==> src/rtl/lome_ram.sv <==
`default_nettype none
// ----------------------------------------------------------------------------
// lome_ram: generic single-port synchronous RAM
// One write or one read a cycle, read data registered.
// ----------------------------------------------------------------------------
module lome_ram #(
   parameter int WIDTH = 8,
   parameter int DEPTH = 16
) (
   input  wire logic                     clock,
   input  wire logic                     wr_en,
   input  wire logic [$clog2(DEPTH)-1:0] addr,
   input  wire logic [WIDTH-1:0]         wr_data,
   output logic      [WIDTH-1:0]         rd_data
);
   logic [WIDTH-1:0] mem [DEPTH];

   always_ff @(posedge clock) begin
      if (wr_en) begin
         mem[addr] <= wr_data;
      end
      rd_data <= mem[addr];
   end
endmodule
`default_nettype wire

==> config.mk <==
export PLATFORM = sky130hd
export DESIGN_NAME = lome_ram
export DESIGN_NICKNAME = d
export VERILOG_FILES = /design/src/rtl/lome_ram.sv
export SDC_FILE = /design/constraint.sdc
export NUM_CORES = 1
export LEC_CHECK = 0
export ABC_CLOCK_PERIOD_IN_PS = 2000
export BUFFER_PORTS_ARGS = -buffer_cell sky130_fd_sc_hd__buf_2
export CORE_ASPECT_RATIO = 0.9
export CORE_UTILIZATION = 57
export DETAILED_ROUTE_END_ITERATION = 7
export PLACE_DENSITY = 0.75
export REMOVE_ABC_BUFFERS = 1
export SLEW_MARGIN = 20
export SYNTH_ARGS = -nofsm -noshare
export SYNTH_HDL_FRONTEND = slang
export SYNTH_SLANG_ARGS = --single-unit
==> constraint.sdc <==
create_clock -name clock -period 2 [get_ports clock]
set_input_delay 0.2 -clock clock [delete_from_list [all_inputs] [get_ports clock]]
set_output_delay 0.2 -clock clock [all_outputs]
set_load 0.005 [all_outputs]
---- Word level (Yosys, flattened, before mapping) ----
Memory sizes are Yosys's and may differ from the RTL's. A register that Yosys moved wholly into a read port is not among the register bits.
Cells that the tools add are included.
cells by class
  mux-type cells .......................... 2
operators by type and width
  kind               count
  1-bit two-way mux  2
storage, ports and cells
  logic and storage cells ................. 3
  memory bits (writable) .................. 128
  bits in registers ....................... 0
  bits of input ports ..................... 14
  memories kept ........................... 1
  output and inout port bits .............. 8
memories
  name  words  bits a word  rd ports  clocked after memory_dff  write ports  line  RTL
  mem   16     8            1         1                         1            16    logic [WIDTH-1:0] mem [DEPTH];

---- Logic depth before layout (Yosys ltp) ----
Gate-level depths: netlist of the first run.
  depth in word-level cells ............... 2
  gate-level depth with buffers ........... 5

---- Worst setup path after synthesis of the first run ----
OpenSTA, ideal clock, no wires.
  path kind ............................... input to register
  from .................................... in addr[2]
  to ...................................... mem mem[0][0], enable pin
  arrival time ............................ 1.310 ns
  setup time .............................. 0.383 ns
  stages on the path ...................... 2
  required time ........................... 1.617 ns
  buffers on the path ..................... 0
  slack ................................... 0.307 ns
  cell sequence ........................... or3b_2 -> nor3_1
RTL lines
  element             line  RTL
  start: declaration  12    input wire logic [$clog2(DEPTH)-1:0] addr,
  end: declaration    16
Straight into the memory's write port.

==> results.json, run 1 <==
{
  "crit_start": "mem[3][2]",
  "synth.area.top_cells": "edfxtp_1, mux4_2, dfxtp_1, a22oi_1, nor2_1",
  "clock_path_buffers": 2,
  "yosysWarningCount": 0,
  "timing.rr.end": "rd_data[2]",
  "synthArstFlopShare": 0,
  "place_inst": 380,
  "synth_most_common_cell": "edfxtp_1",
  "synth.distinct_cells": 18,
  "fp.dieH_microns": 91.5,
  "yosysSeqAreaShare": 0.790,
  "cp_slowest_cell": "mux4_2",
  "synth_edf_count": 128,
  "fin_nets": 294,
  "final_hold_viol_count": 0,
  "dieArea_sq_um": 9270,
  "ys.flop_type": "edfxtp_1",
  "min-delay-path-class": "in -> reg",
  "tritoncts": "yes",
  "fin_util": 0.700,
  "track_usage": 0.218,
  "cts_setup_buffers": 0,
  "report.final.slew_viol_count": 0,
  "path_class": "reg -> reg",
  "finalNonFillerCells": 412,
  "netlist_instances": 230,
  "grt_setup_unrepaired": "false",
  "timing.final.ws_setup_ps": 675,
  "cts_sinks": 136,
  "dr.pass1.iters": 5,
  "cts-hold-fix-buffers": 0,
  "timing.rr.start": "mem[3][2]",
  "cts-buffers-inserted": 17,
  "required_ps": 2390,
  "grt_start_max_net_pins": 40,
  "cp_max_fo": 1,
  "row_count": 32,
  "crit_end": "rd_data[2]",
  "p_leak_nw": 2.01,
  "final_layout_size_suffix_gt1_frac": 0.362,
  "reg2regPathDepth": 3,
  "grt_pass1_wl_microns": 13900,
  "post_cts_resized": 0,
  "drt_first_iter_violations": 205,
  "dp_hpwl_microns": 5720,
  "insertion_delay_ps": 510,
  "wl_per_cell_microns": 21.4,
  "cellPowerDensity_nw_per_um2": 1070,
  "max-slew-margin-rel": 0.546,
  "cp_num_buf_inv": 0,
  "n_antenna_cell": 0,
  "timing.fmax_mhz": 755,
  "clkTransAtPathRegs_ps": 60,
  "port-buffer-count": 21,
  "status": "complete, no violations",
  "grt_overflow": 0,
  "startpoint_type": "flip-flop",
  "path_cells": "mux4_2, a22oi_1, nand2_1",
  "avgSynthCellArea_sq_um": 22.0,
  "synth_top_area_frac": 0.759,
  "wl_microns": 8820,
  "finalPower_mw": 6.45,
  "netlist_area_sq_um": 5070,
  "cp_num_cells": 3,
  "vdd_drop_max_v": 0.000608,
  "cp_top_family": "multiplexers",
  "hold_depth": 1,
  "synth_area_leader_cell": "edfxtp_1",
  "drc_errors": 0,
  "cts_htree_levels": 4,
  "gp_congestion": 0.745,
  "viasPerCell": 5.75,
  "vias": 2369,
  "first_global_vias": 2568,
  "worst_pin_slew_ps": 679,
  "cap_violations": 0,
  "synth-seq-cells": 136,
  "arrival_ps": 1720,
  "start_util": 0.589,
  "die_x_microns": 101,
  "post-route-period-util": 0.662,
  "core_area_sq_um": 8610,
  "slowest_delay_ps": 480,
  "cts-root-buf": "clkbuf_8",
  "layout_min_cycle_time_ps": 1320,
  "antenna_found_initial": 0,
  "io_pins": 22,
  "finClkSkew_ps": 7.73,
  "syn_to_final_growth_pct": 18.8,
  "tns_ps": 0,
  "cp-end-kind": "flip-flop",
  "ant_nets": 0,
  "rrSetupSlack_ps": 680,
  "setup_viol": 0,
  "synth_commonest_cells": "edfxtp_1, mux4_2, a22oi_1",
  "post-place-ws_ps": 343
}
## area by class of cell
cell class,instances,area (sq um)
well taps,119,149
multi-input cells,83,1000
flip-flops and latches,136,4000
fillers,510,2590
clock buffers,19,432
repair buffers,42,288
clock inverters,13,146
## cell usage in the layout (no fill, tap or decap), types with 4 or more instances in the layout
master	n
clkinvlp_4	4
mux4_2	32
nor2_1	13
dfxtp_1	8
edfxtp_1	128
buf_2	21
nor3_1	4
buf_4	19
a22oi_1	16
clkbuf_16	16
nand2_1	9
## cell families after synthesis
kind of cell | Yosys count | share of synthesized area
mux | 32 | 0.142
compound gates | 16 | 0.0237
buf+inv | 11 | 0.0119
flops | 136 | 0.790
simple gates | 35 | 0.0321
## flip-flops by register name, indices dropped and copies added, names as in the netlist
name and flops:
mem 128, rd_data 8
## layer usage
layer	up-vias	wire [microns]	global-route usage
li1	1059	-	-
met1	1226	3590	0.277
met2	76	4730	0.357
met3	8	407	0.0508
met4	0	79	0.100
met5	-	0	0
## how the worst min path moves through the flow
stage | slack (ps) | to | startpoint
2_1_floorplan | 300 | mem[0][0] | wr_data[0]
3_3_place_gp | 580 | mem[6][3] | wr_data[3]
3_5_place_dp | 590 | rd_data[1] | rd_data[1]
4_1_cts | 60 | mem[11][7] | wr_data[7]
5_1_grt | 60 | mem[12][5] | wr_data[5]
6_report | 70 | mem[8][5] | wr_data[5]
## report_power, final
group / internal, mW / switching (mW) / leakage (nW)
Sequential: 3.19 / 0.0187 / 1.22
Combinational: 0.128 / 0.162 / 0.515
Clock: 1.82 / 1.14 / 0.273
Total: 5.13 / 1.32 / 2.01
## through the flow
step / area [sq um] / hold WS, ps
6_report: 6020 / 73.6
5_1_grt: 6020 / 64.5
3_5_place_dp: 5440 / 586
2_1_floorplan: 5010 / 299
3_3_place_gp: 5440 / 580
4_1_cts: 6020 / 56.3
No activity file was read; power rests on OpenSTA's default activity.
==> inputs of run 2 (changes only) <==
ABC_CLOCK_PERIOD_IN_PS = 1200   (was 2000)
CORE_UTILIZATION = 54   (was 57)
PLACE_DENSITY = 0.74   (was 0.75)
clock period = 1.2 ns   (was 2 ns; I/O delays follow)
==> results.json, run 2 (synthesis results as in run 1) <==
{
  "p_leak_nw": 2.12,
  "max-slew-margin-rel": 0.388,
  "setup_viol": 8,
  "swShare": 0.200,
  "drt_first_iter_violations": 143,
  "tns_ps": -522,
  "drc_errors": 0,
  "arrival_ps": 1710,
  "dr.pass1.iters": 4,
  "fin_nets": 315,
  "antenna_found_initial": 0,
  "final_layout_size_suffix_gt1_frac": 0.395,
  "timing.fmax_mhz": 757,
  "fp.dieH_microns": 93.9,
  "largest-register": "mem",
  "hold_slack_ps": 254,
  "fill_cells": 548,
  "first_global_vias": 2574,
  "reg2regPathDepth": 3,
  "port-buffer-count": 21,
  "cts_htree_levels": 4,
  "reg_top3": "mem: 128 flops, rd_data: 8 flops",
  "post-place-ws_ps": -347,
  "finClkSkew_ps": 11.3,
  "cellPowerDensity_nw_per_um2": 1740,
  "cap_violations": 0,
  "largest_register_ffs": 128,
  "layout_common_cells": "edfxtp_1, mux4_2, buf_4",
  "p_int_mw": 8.74,
  "timing.final.ws_setup_ps": -122,
  "status": "finished with violations",
  "final_hold_viol_count": 0,
  "cts_setup_buffers": 0,
  "cp-end-kind": "flip-flop",
  "clock_path_buffers": 2,
  "layout_commonest_cell": "edfxtp_1",
  "startpoint_type": "flip-flop",
  "syn_to_final_growth_pct": 23.6,
  "wl_microns": 10100,
  "p_seq_frac": 0.490,
  "grt_setup_unrepaired": "true",
  "rrSetupSlack_ps": -120,
  "post-route-period-util": 1.10,
  "cts_sinks": 136,
  "timing.rr.start": "mem[9][5]",
  "violations": "setup timing",
  "gp_congestion": 0.788,
  "start_util": 0.555,
  "report.final.slew_viol_count": 0,
  "cts-buffers-inserted": 17,
  "layout_min_cycle_time_ps": 1320,
  "track_usage": 0.225,
  "dp_hpwl_microns": 6430,
  "worstHoldEndpoint": "mem[0][0]",
  "dieArea_sq_um": 9780,
  "n_antenna_cell": 0,
  "insertion_delay_ps": 510,
  "vdd_drop_max_v": 0.00113,
  "clkTransAtPathRegs_ps": 60,
  "vias": 2506,
  "grt_overflow": 0,
  "worst_pin_slew_ps": 916,
  "required_ps": 1590,
  "min_from": "addr[3]",
  "ant_nets": 0,
  "tritoncts": "yes",
  "core_area_sq_um": 9130,
  "wl_per_cell_microns": 23.1,
  "cp_max_fo": 1,
  "combPwrFrac": 0.052,
  "die_x_microns": 104,
  "row_count": 33,
  "min-delay-path-class": "in -> reg",
  "io_pins": 22,
  "netSwitchingPower_mw": 2.18,
  "viasPerCell": 5.75,
  "hold_depth": 4,
  "cts-root-buf": "clkbuf_8",
  "timing.rr.end": "rd_data[5]",
  "grt_pass1_wl_microns": 15000,
  "grt_start_max_net_pins": 19,
  "p_clk_frac": 0.458,
  "path_class": "reg -> reg"
}
run 2: cell count changes in the layout (fill, tap and decap cells not counted), moves of 2 or more:
cell | before | now
buf_4 | 19 | 30
dlygate4sd3_1 | 0 | 8
a22oi_1 | 16 | 9
a22oi_2 | 0 | 7
buf_12 | 2 | 4
clkbuf_1 | 1 | 3
inv_6 | 2 | 0
run 2: what timing repair did:
item,in CTS,in global routing
hold buffers,8,0
gates resized for setup,7,0
endpoints found under the hold margin,124,0
pin swaps,9,1
gates cloned,0,0
endpoints found under the setup margin,8,8
run 2: worst max path at each step:
stage / to / from / depth (start not counted) / slack, ps
global route: rd_data[5] / mem[9][5] / 3 / -180
floorplan: mem[0][0] / addr[2] / 2 / -410
CTS: rd_data[5] / mem[9][5] / 3 / -100
finish: rd_data[5] / mem[9][5] / 3 / -120
global placement: rd_data[5] / addr[0] / 5 / -350
detailed placement: rd_data[5] / addr[0] / 5 / -350
run 2: stage by stage:
stage                     total power, mW  cell area, sq um  std cells   util
after CTS                            11.0              6260        436  0.687
after global placement               5.96              5570        396  0.610
after global routing                 11.2              6260        436  0.687
final                                10.9              6260        436  0.687
after floorplan                      5.65              5010        219      -
after detailed placement             5.98              5570        396  0.610
run 2: area by class of cell:
type | instances | area (sq um) | area share
clock buffers | 20 | 425 | 0.0679
clock inverters | 12 | 154 | 0.0246
multi-input cells | 83 | 1040 | 0.166
flip-flops and latches | 136 | 4000 | 0.639
well taps | 122 | 153 | 0.0244
repair buffers | 63 | 490 | 0.0783
run 2: metal layers:
metal,GRT usage,share of wire
met3,0.0416,0.074
met1,0.306,0.40
met2,0.359,0.51
met5,0,0
met4,0.101,0.016
run 2: critical path, stage by stage, from the launching register on:
cell and delay [ps]:
edfxtp_1 380, mux4_2 480, a22oi_2 260, nand2_1 80
run 2: power groups by stage:
| stage | sequential [mW] | combinational [mW] | clock, mW |
|---|---|---|---|
| 2_1_floorplan | 5.44 | 0.219 | 0 |
| 3_3_place_gp | 5.45 | 0.515 | 0 |
| 3_5_place_dp | 5.45 | 0.527 | 0 |
| 4_1_cts | 5.36 | 0.572 | 5.06 |
| 5_1_grt | 5.36 | 0.610 | 5.23 |
| 6_report | 5.35 | 0.568 | 5.00 |
==> inputs of run 3 (changes only) <==
==> constraint.sdc (replaced) <==
create_clock -name clock -period 1.2 [get_ports clock]
set_input_delay 0.24 -clock clock [delete_from_list [all_inputs] [get_ports clock]]
set_output_delay 0.24 -clock clock [all_outputs]
set_load 0.005 [all_outputs]
==> results.json, run 3 (synthesis results as in run 1) <==
{
  "status": "finished with violations",
  "violations": "setup timing",
  "cap_violations": 0,
  "timing.fmax_mhz": 768,
  "cts-root-buf": "clkbuf_8",
  "drt_first_iter_violations": 165,
  "hold_depth": 1,
  "track_usage": 0.223,
  "grt_start_max_net_pins": 19,
  "path_class": "reg -> reg",
  "timing.rr.start": "mem[3][0]",
  "cts-buffers-inserted": 17,
  "dieArea_sq_um": 9780,
  "largest_register_ffs": 128,
  "reg2regPathDepth": 3,
  "cp_max_fo": 1,
  "die_x_microns": 104,
  "fin_nets": 307,
  "finalPower_mw": 11.3,
  "core_area_sq_um": 9130,
  "fin_util": 0.688,
  "cts_htree_levels": 4,
  "timing.final.ws_setup_ps": -102,
  "syn_to_final_growth_pct": 23.8,
  "required_ps": 1600,
  "cellPowerDensity_nw_per_um2": 1800,
  "clkTransAtPathRegs_ps": 60,
  "gp_congestion": 0.788,
  "vias": 2474,
  "insertion_delay_ps": 520,
  "fp.dieH_microns": 93.9,
  "clock_path_buffers": 2,
  "dpl_cell_area_sq_um": 5570,
  "max-slew-margin-rel": 0.374,
  "grt_pass1_wl_microns": 14800,
  "top_usage_layer": "met2",
  "dp_hpwl_microns": 6260,
  "final_layout_size_suffix_gt1_frac": 0.441,
  "p_leak_nw": 2.12,
  "grt.met2_usage": 0.357,
  "dr.pass1.iters": 4,
  "viasPerCell": 5.78,
  "report.final.slew_viol_count": 0,
  "cts-hold-fix-buffers": 0,
  "tns_ps": -523,
  "final_area_sq_um": 6270,
  "vdd_drop_max_v": 0.00132,
  "layout_commonest_cell": "edfxtp_1",
  "tritoncts": "yes",
  "row_count": 33,
  "finClkSkew_ps": 7.16,
  "min-delay-path-class": "in -> reg",
  "arrival_ps": 1700,
  "cts_setup_buffers": 0,
  "worst_pin_slew_ps": 935,
  "use_met3": 0.0513,
  "start_util": 0.555,
  "first_global_vias": 2547,
  "reg_top3": "mem: 128 flops, rd_data: 8 flops",
  "layout_common_cells": "edfxtp_1, mux4_2, buf_4",
  "post-route-period-util": 1.08,
  "final_hold_viol_count": 0,
  "use_met1": 0.296,
  "cp-end-kind": "flip-flop",
  "cp_slowest_cell": "mux4_2",
  "worstHoldEndpoint": "mem[6][2]",
  "grt_setup_unrepaired": "true",
  "wl_microns": 9870,
  "n_antenna_cell": 0,
  "grt_overflow": 0,
  "startpoint_type": "flip-flop",
  "layout_min_cycle_time_ps": 1300,
  "cts_sinks": 136,
  "drc_errors": 0,
  "rrSetupSlack_ps": -100,
  "wl_per_cell_microns": 23.1,
  "hold_slack_ps": 108,
  "timing.rr.end": "rd_data[0]",
  "setup_viol": 11,
  "slowest_delay_ps": 490,
  "path_cells": "mux4_2, a22oi_2, nand2_1",
  "largest-register": "mem",
  "ant_nets": 0,
  "min_from": "wr_data[2]",
  "port-buffer-count": 21,
  "antenna_found_initial": 0,
  "io_pins": 22
}
-- run 3: cell count changes in the layout (fill, tap and decap cells not counted), sizes merged --
cell,before,now
clkbuf,20,18
inv,0,3
bufinv,3,4
clkinv,6,4
dlygate4sd3,8,0
-- run 3: cell type report --
type	instances	area, sq um
multi-input combinational	83	1050
clock inverter	14	199
tap	122	153
fill	551	2850
clock buffer	18	418
timing repair buffer	55	442
sequential	136	4010
-- run 3: metrics by stage --
| step | instances | worst slack, ps |
|---|---|---|
| 2_1_floorplan | 219 | -533 |
| 3_3_place_gp | 396 | -468 |
| 3_5_place_dp | 396 | -452 |
| 4_1_cts | 428 | -91.5 |
| 5_1_grt | 428 | -165 |
| 6_report | 428 | -102 |
-- run 3: timing repair --
| item | CTS | global route |
|---|---|---|
| gates resized for setup | 15 | 7 |
| endpoints found under the setup margin | 14 | 16 |
| pin swaps | 7 | 2 |
-- run 3: worst max-delay path by stage --
stage,startpoint,end,depth (start not counted)
6_report,mem[3][0],rd_data[0],3
5_1_grt,mem[8][5],rd_data[5],3
3_3_place_gp,addr[0],rd_data[5],5
4_1_cts,mem[3][0],rd_data[0],3
2_1_floorplan,addr[2],mem[0][0],2
3_5_place_dp,addr[0],rd_data[5],5
-- run 3: worst max-delay path: cells and delay by family, from the launching register on --
kind | cells | cell delay, ps
mux | 1 | 490
flops | 1 | 370
compound gates | 1 | 240
simple gates | 1 | 90
-- run 3: metal layers --
layer  part of all wire  wire length (microns)
met5                  0                      0
met4              0.021                    205
met3              0.049                    488
met2               0.52                   5090
met1               0.41                   4080
-- run 3: where the power goes --
group          switching [mW]  internal (mW)  leakage (nW)
combinational           0.295          0.276         0.601
sequential             0.0454           5.32          1.22
clock                    1.94           3.39         0.290
total                    2.28           8.99          2.12
